**config.mk**
```make
export PLATFORM = sky130hd
export DESIGN_NAME = integer_nth_root
export DESIGN_NICKNAME = d
export VERILOG_FILES = /design/src/nrt_pkg.sv /design/src/nrt_mul.sv /design/src/integer_nth_root.sv
export SDC_FILE = /design/constraint.sdc
export NUM_CORES = 2
export LEC_CHECK = 0
export BUFFER_PORTS_ARGS = -buffer_cell sky130_fd_sc_hd__clkbuf_2
export CORE_ASPECT_RATIO = 0.5
export CORE_MARGIN = 2
export CORE_UTILIZATION = 60
export CTS_BUF_LIST = sky130_fd_sc_hd__clkbuf_16
export CTS_CLUSTER_SIZE = 16
export DETAILED_ROUTE_END_ITERATION = 8
export GPL_TIMING_DRIVEN = 0
export HOLD_SLACK_MARGIN = 0.1
export PLACE_DENSITY = 0.9
export SYNTH_ARGS = -nofsm -noshare
export SYNTH_HDL_FRONTEND = slang
export SYNTH_HIERARCHICAL = 1
export SYNTH_SLANG_ARGS = --single-unit
```
**constraint.sdc**
```tcl
create_clock -name clk -period 11.5 [get_ports clk]
set_input_delay 2.875 -clock clk [delete_from_list [all_inputs] [get_ports clk]]
set_output_delay 2.875 -clock clk [all_outputs]
set_load 0.02 [all_outputs]
```
**src/nrt_pkg.sv**
```systemverilog
// Package for the integer nth root block: fixed widths, degree limits and types.
// Used by every module of the block; depends on nothing.
package nrt_pkg;

	localparam int ROOT_BITS   = 32;
	localparam int DEGREE_BITS = 7;
	localparam int MUL_BITS    = 32;
	localparam int IN_BITS     = 64;

	localparam logic [DEGREE_BITS-1:0] MIN_DEGREE = 7'd2;
	localparam logic [DEGREE_BITS-1:0] MAX_DEGREE = 7'd64;

	typedef logic [DEGREE_BITS-1:0]  degree_t;
	typedef logic [ROOT_BITS-1:0]    root_t;
	typedef logic [MUL_BITS-1:0]     mul_op_t;
	typedef logic [2*MUL_BITS-1:0]   mul_prod_t;

	// Limits the requested degree to the supported range.
	function automatic degree_t clamp_degree(input degree_t d);
		degree_t r;
		if (d < MIN_DEGREE) begin
			r = MIN_DEGREE;
		end else if (d > MAX_DEGREE) begin
			r = MAX_DEGREE;
		end else begin
			r = d;
		end
		return r;
	endfunction

endpackage

```
**src/nrt_mul.sv**
```systemverilog
// Shared 32 x 32 unsigned multiplier with a registered product.
// Depends on nrt_pkg for the operand and product types.
module nrt_mul (
	input  logic              clk,
	input  logic              en,
	input  nrt_pkg::mul_op_t  a,
	input  nrt_pkg::mul_op_t  b,
	output nrt_pkg::mul_prod_t p
);
	import nrt_pkg::*;

	mul_prod_t prod_q;

	always_ff @(posedge clk) begin
		if (en) begin
			prod_q <= mul_prod_t'(a) * mul_prod_t'(b);
		end
	end

	assign p = prod_q;

endmodule

```
**src/integer_nth_root.sv**
```systemverilog
// Integer nth root: returns floor(radicand ^ (1/degree)) for a radicand of up to 64 bits
// and a degree clamped to 2..64. The root is built one bit at a time from bit 31 down;
// each trial bit raises its candidate to the degree by repeated multiplication on one
// shared 32 x 32 multiplier, dropping out as soon as a partial power exceeds the radicand.
// Each multiplication passes through ST_MLO, then ST_MHI only when the running power is
// wider than 32 bits, then ST_CHK; each trial bit adds one setup state, ST_START.
// The block takes one word at a time: in_ready is high only while idle, and the result
// word stays on root until it is taken. Depends on nrt_pkg and nrt_mul.
module integer_nth_root #(
	parameter int RADICAND_WIDTH = 64
) (
	input  logic                            clk,
	input  logic                            arst_n,
	input  logic                            in_valid,
	output logic                            in_ready,
	input  logic [nrt_pkg::IN_BITS-1:0]     radicand,
	input  nrt_pkg::degree_t                degree,
	output logic                            out_valid,
	input  logic                            out_ready,
	output nrt_pkg::root_t                  root
);
	import nrt_pkg::*;

	localparam int PROD_BITS = 3 * MUL_BITS;

	localparam logic [2:0] ST_IDLE  = 3'd0;
	localparam logic [2:0] ST_START = 3'd1;
	localparam logic [2:0] ST_MLO   = 3'd2;
	localparam logic [2:0] ST_MHI   = 3'd3;
	localparam logic [2:0] ST_CHK   = 3'd4;
	localparam logic [2:0] ST_DONE  = 3'd5;

	logic [2:0]                 state_q;
	logic [RADICAND_WIDTH-1:0]  rad_q;
	logic [RADICAND_WIDTH-1:0]  acc_q;
	degree_t                    deg_q;
	degree_t                    cnt_q;
	logic [4:0]                 bit_q;
	root_t                      root_q;
	logic                       hi_q;
	mul_prod_t                  lo_q;

	root_t                      cand;
	logic [IN_BITS-1:0]         acc_ext;
	logic [IN_BITS-1:0]         rad_ext;
	logic [PROD_BITS-1:0]       total;
	logic                       over;
	degree_t                    cnt_next;
	logic                       mul_en;
	mul_op_t                    mul_a;
	mul_prod_t                  mul_p;

	assign cand    = root_q | (root_t'(1) << bit_q);
	assign acc_ext = IN_BITS'(acc_q);
	assign rad_ext = IN_BITS'(rad_q);

	// The high partial product, when there is one, sits in the multiplier output.
	assign total = hi_q ? ({mul_p, {MUL_BITS{1'b0}}} + PROD_BITS'(lo_q))
	                    : PROD_BITS'(mul_p);
	assign over     = total > PROD_BITS'(rad_ext);
	assign cnt_next = cnt_q + degree_t'(1);

	always_comb begin
		mul_en = 1'b0;
		mul_a  = acc_ext[MUL_BITS-1:0];
		case (state_q)
			ST_MLO: begin
				mul_en = 1'b1;
				mul_a  = acc_ext[MUL_BITS-1:0];
			end
			ST_MHI: begin
				mul_en = 1'b1;
				mul_a  = acc_ext[IN_BITS-1:MUL_BITS];
			end
			default: begin
				mul_en = 1'b0;
			end
		endcase
	end

	nrt_mul u_mul (
		.clk (clk),
		.en  (mul_en),
		.a   (mul_a),
		.b   (cand),
		.p   (mul_p)
	);

	always_ff @(posedge clk or negedge arst_n) begin
		if (!arst_n) begin
			state_q <= ST_IDLE;
			rad_q   <= '0;
			acc_q   <= '0;
			deg_q   <= MIN_DEGREE;
			bit_q   <= '0;
			cnt_q   <= '0;
			hi_q    <= 1'b0;
			lo_q    <= '0;
			root_q  <= '0;
		end else begin
			case (state_q)
				ST_IDLE: begin
					if (in_valid) begin
						rad_q   <= radicand[RADICAND_WIDTH-1:0];
						deg_q   <= clamp_degree(degree);
						bit_q   <= 5'(ROOT_BITS - 1);
						root_q  <= '0;
						state_q <= ST_START;
					end
				end
				ST_START: begin
					// The first power is the candidate itself.
					acc_q <= RADICAND_WIDTH'(cand);
					cnt_q <= degree_t'(1);
					if (IN_BITS'(cand) > rad_ext) begin
						if (bit_q == '0) begin
							state_q <= ST_DONE;
						end else begin
							bit_q <= bit_q - 5'd1;
						end
					end else begin
						state_q <= ST_MLO;
					end
				end
				ST_MLO: begin
					hi_q <= 1'b0;
					if (acc_ext[IN_BITS-1:MUL_BITS] != '0) begin
						state_q <= ST_MHI;
					end else begin
						state_q <= ST_CHK;
					end
				end
				ST_MHI: begin
					lo_q    <= mul_p;
					hi_q    <= 1'b1;
					state_q <= ST_CHK;
				end
				ST_CHK: begin
					if (over || (cnt_next == deg_q)) begin
						if (!over) begin
							root_q <= cand;
						end
						if (bit_q == '0) begin
							state_q <= ST_DONE;
						end else begin
							bit_q   <= bit_q - 5'd1;
							state_q <= ST_START;
						end
					end else begin
						acc_q   <= total[RADICAND_WIDTH-1:0];
						cnt_q   <= cnt_next;
						state_q <= ST_MLO;
					end
				end
				ST_DONE: begin
					if (out_ready) begin
						state_q <= ST_IDLE;
					end
				end
				default: begin
					state_q <= ST_IDLE;
				end
			endcase
		end
	end

	assign in_ready  = (state_q == ST_IDLE);
	assign out_valid = (state_q == ST_DONE);
	assign root      = root_q;

endmodule

```
==> run summary <==
Clk_skew -> 0.04278 ns
Clock root buffer -> clkbuf_16
Power Internal -> 0.005008 W
Post-synth EDFFs -> 64
Sequential fraction of the synthesis area -> 15.22%
Clk buf depth -> 3
Final Slew Violations -> 13
Synthesized Nets -> 7096
Worst Setup End Kind -> register
Input/output buffers -> 108
Cts bufs inserted -> 35
R2R depth -> 28
WL final -> 215.2 mm
Hold EP -> lo_q[1]
Synth warn -> 6
Clock period minus worst slack -> 11.52 ns
Syn_area_per_cell -> 9.298 µm²
1st-iter DRT viols -> 6365
Worst R2R Start -> state_q[1]
Number of synthesized register bits -> 311
First-pass GRT wire length -> 310.1 mm
Total power -> 0.01240 W
Hold path depth -> 2
RePlAce Congestion -> 1.107
Fmax -> 86.83 MHz
Hold_ws -> 0.5017 ns
Most common cell after layout, fill and taps aside -> inv_1
Final core occ -> 64.11%
Comb pwr share -> 74.9%
Vias per Instance -> 6.403
Initial Util -> 60.41%
Worst skew pair latency -> 0.57 ns
Largest net degree at the start of global routing -> 108
Via count -> 45535
Final hold violations -> 0
Final setup margin -> -0.01730 ns
DP Worst Slack -> 0.04367 ns
Post-synth top flop -> dfrtp_1
Worst path slowest cell -> clkbuf_1
Routed len/inst -> 30.26 µm
Area grow syn2layout -> 6.130%
GRT Util Overall -> 47.46%
VDD IR max -> 198.3 µV
Worst min path class -> reg2reg
# hold bufs at CTS -> 0
Post-synthesis cell area -> 53250 µm²
Max incr delay on CP -> 1.02 ns
Final setup vio count -> 1
Slew margin rel. -> -6.020%
Num rows -> 77
Most frequent cells in the layout -> inv_1 (960), fa_1 (897), nand2_1 (770), and2_1 (611), ha_1 (397)
R2R Setup Slk -> -0.02 ns
Hold Startpoint -> lo_q[1]
# Max-Cap Violations -> 1
Nets -> 7244
H-tree Lvls -> 2
Worst Tran Pin Value -> 1.590 ns
Die X -> 425.3 µm
Post-DP HPWL -> 174.0 mm
Core footprint -> 88150 µm²
Cell repeated most along the worst path -> fa_1
CTS sink cnt -> 311
NetSw -> 0.007396 W
Die height -> 214.7 µm
RSZ-0062 raised after global routing -> no
Ys async rst share -> 79.42%
Die area -> 91290 µm²
Layout cells sized above 1 -> 9.240%
Crit path DAT -> 11.79 ns
CP max FO -> 11
Lkg Pwr -> 27.50 nW
Vias in the first global route -> 46041
Setup TNS -> -0.01730 ns
P per Cell Area -> 219.5 nW/µm²
Synth cell types -> 117
Failing checks -> capacitance limit, slew limit, setup timing
CP Class -> reg2reg
Final period utilization -> 100.2%
Gr ovfl total -> 0
Reg2reg end -> u_mul/p[63]
CTS tree -> yes
Req. time, crit path -> 11.78 ns
Outcome -> complete, but fails checks
Antenna viol nets, final -> 0
DRC -> 0
Clk pin slew, worst setup/hold paths -> 0.06 ns
Antenna violations before repair -> 28
TritonRoute pass-1 iters -> 9
CP Launch Type -> register
Seq pwr share -> 16.5%
Mapped Cells -> 5727
Clock share of power -> 8.5%
I/O pin count -> 109
Switching share of power -> 59.62%
[repair_timing]
item / CTS / global route
setup endpoints to repair: 1 / 15
resized for setup: 2 / 25
buffers inserted: 0 / 1
gates cloned: 0 / 1
[per-layer routing]
layer	wire [µm]	global-route usage, %	up-vias
met5	244	1.667	-
met4	16270	28.06	12
met3	34840	22.63	936
met2	84030	63.88	3708
met1	79810	61.70	22454
li1	-	-	18425
[worst max-delay path, delay by kind of cell (launching register included)]
family,cells,cell delay (ns)
fa+ha+maj,9,4.61
mux,1,0.46
simple gates,7,1.30
flops,1,0.41
compound gates,4,1.47
buf+inv,6,2.44
xor+xnor,1,0.47
[power by group through the flow]
stage / Combinational, W / Clock (W) / Sequential [W]
6_report: 0.00930 / 0.00106 / 0.00205
5_1_grt: 0.00961 / 0.00110 / 0.00208
4_1_cts: 0.00871 / 0.00105 / 0.00202
3_5_place_dp: 0.00862 / 0 / 0.00203
3_3_place_gp: 0.00847 / 0 / 0.00201
2_1_floorplan: 0.00508 / 0 / 0.00186
[cells by family after synthesis]
kind of cell / after synthesis / synth area share (%)
multiplexers: 166 / 3.478
AND/OR/NAND/NOR: 1865 / 17.91
AO/OA/AOI/OAI: 697 / 8.950
buffers and inverters: 1288 / 9.645
adder cells (fa/ha/maj): 1294 / 43.05
XOR/XNOR: 106 / 1.743
flip-flops: 311 / 15.22
[stage by stage]
stage	std cells	area (µm²)
after floorplan	5727	53250
after global placement	7020	55270
after detailed placement	7023	55370
after CTS	7083	56410
after global routing	7084	56450
final	7111	56510
[state kept, by name (all words and copies together), names as in the netlist]
| signal | count |
|---|---|
| rad_ext | 64 |
| bit_q | 5 |
| acc_ext | 64 |
| deg_q | 7 |
| state_q | 3 |
| root | 32 |
| lo_q | 64 |
| u_mul/p | 64 |
| cnt_q | 7 |
| hi_q | 1 |
[area by class of cell]
class,count,area [µm²]
Antenna cell,28,70.07
Buffer,339,1603
Clock buffer,35,875.8
Clock inverter,25,161.4
Fill cell,7222,31640
Inverter,947,3555
Multi-Input combinational cell,4129,40030
Sequential cell,311,8104
Tap cell,1185,1483
Timing Repair Buffer,112,631.9
[synthesized netlist by cell type, types with 14 or more instances]
library cell  instances  share of area [%]
dfrtp_1             246                 12
nand3_1              94               0.88
nor2b_1              14               0.16
nand2_1             770                5.4
a31o_2               18               0.30
mux2_2              151                3.2
nand4_1              70               0.82
xnor2_1              66                1.1
nand2b_1             41               0.48
fa_1                897                 34
buf_6                20               0.42
a21o_1               65               0.92
o21bai_1             20               0.28
nor2_1              113               0.80
o221a_2              33               0.70
edfxtp_1             64                3.6
and2_1              611                7.2
nor4_1               32               0.38
inv_1               947                6.7
o21ai_0             192                1.8
buf_2                32               0.30
nor3_1               30               0.28
a31oi_1              18               0.21
ha_1                397                9.3
a21oi_1             160                1.5
xor2_1               40               0.66
o21ai_2              31               0.51
mux2i_1              14               0.26
o211ai_1             14               0.20
clkbuf_1            263                1.9
and3_1               17               0.20
o21a_1               17               0.24
[worst max path at each step]
stage	startpoint	slack [ns]	end	cells after the start
after global routing	state_q[1]	0.01	u_mul/p[63]	29
after detailed placement	state_q[1]	0.04	u_mul/p[63]	29
after CTS	state_q[1]	0.02	u_mul/p[63]	30
after floorplan	state_q[1]	0.08	u_mul/p[63]	29
after global placement	state_q[1]	-3.37	u_mul/p[63]	29
final	state_q[1]	-0.02	u_mul/p[63]	28
Note: power is estimated with default switching activity, not from simulation.
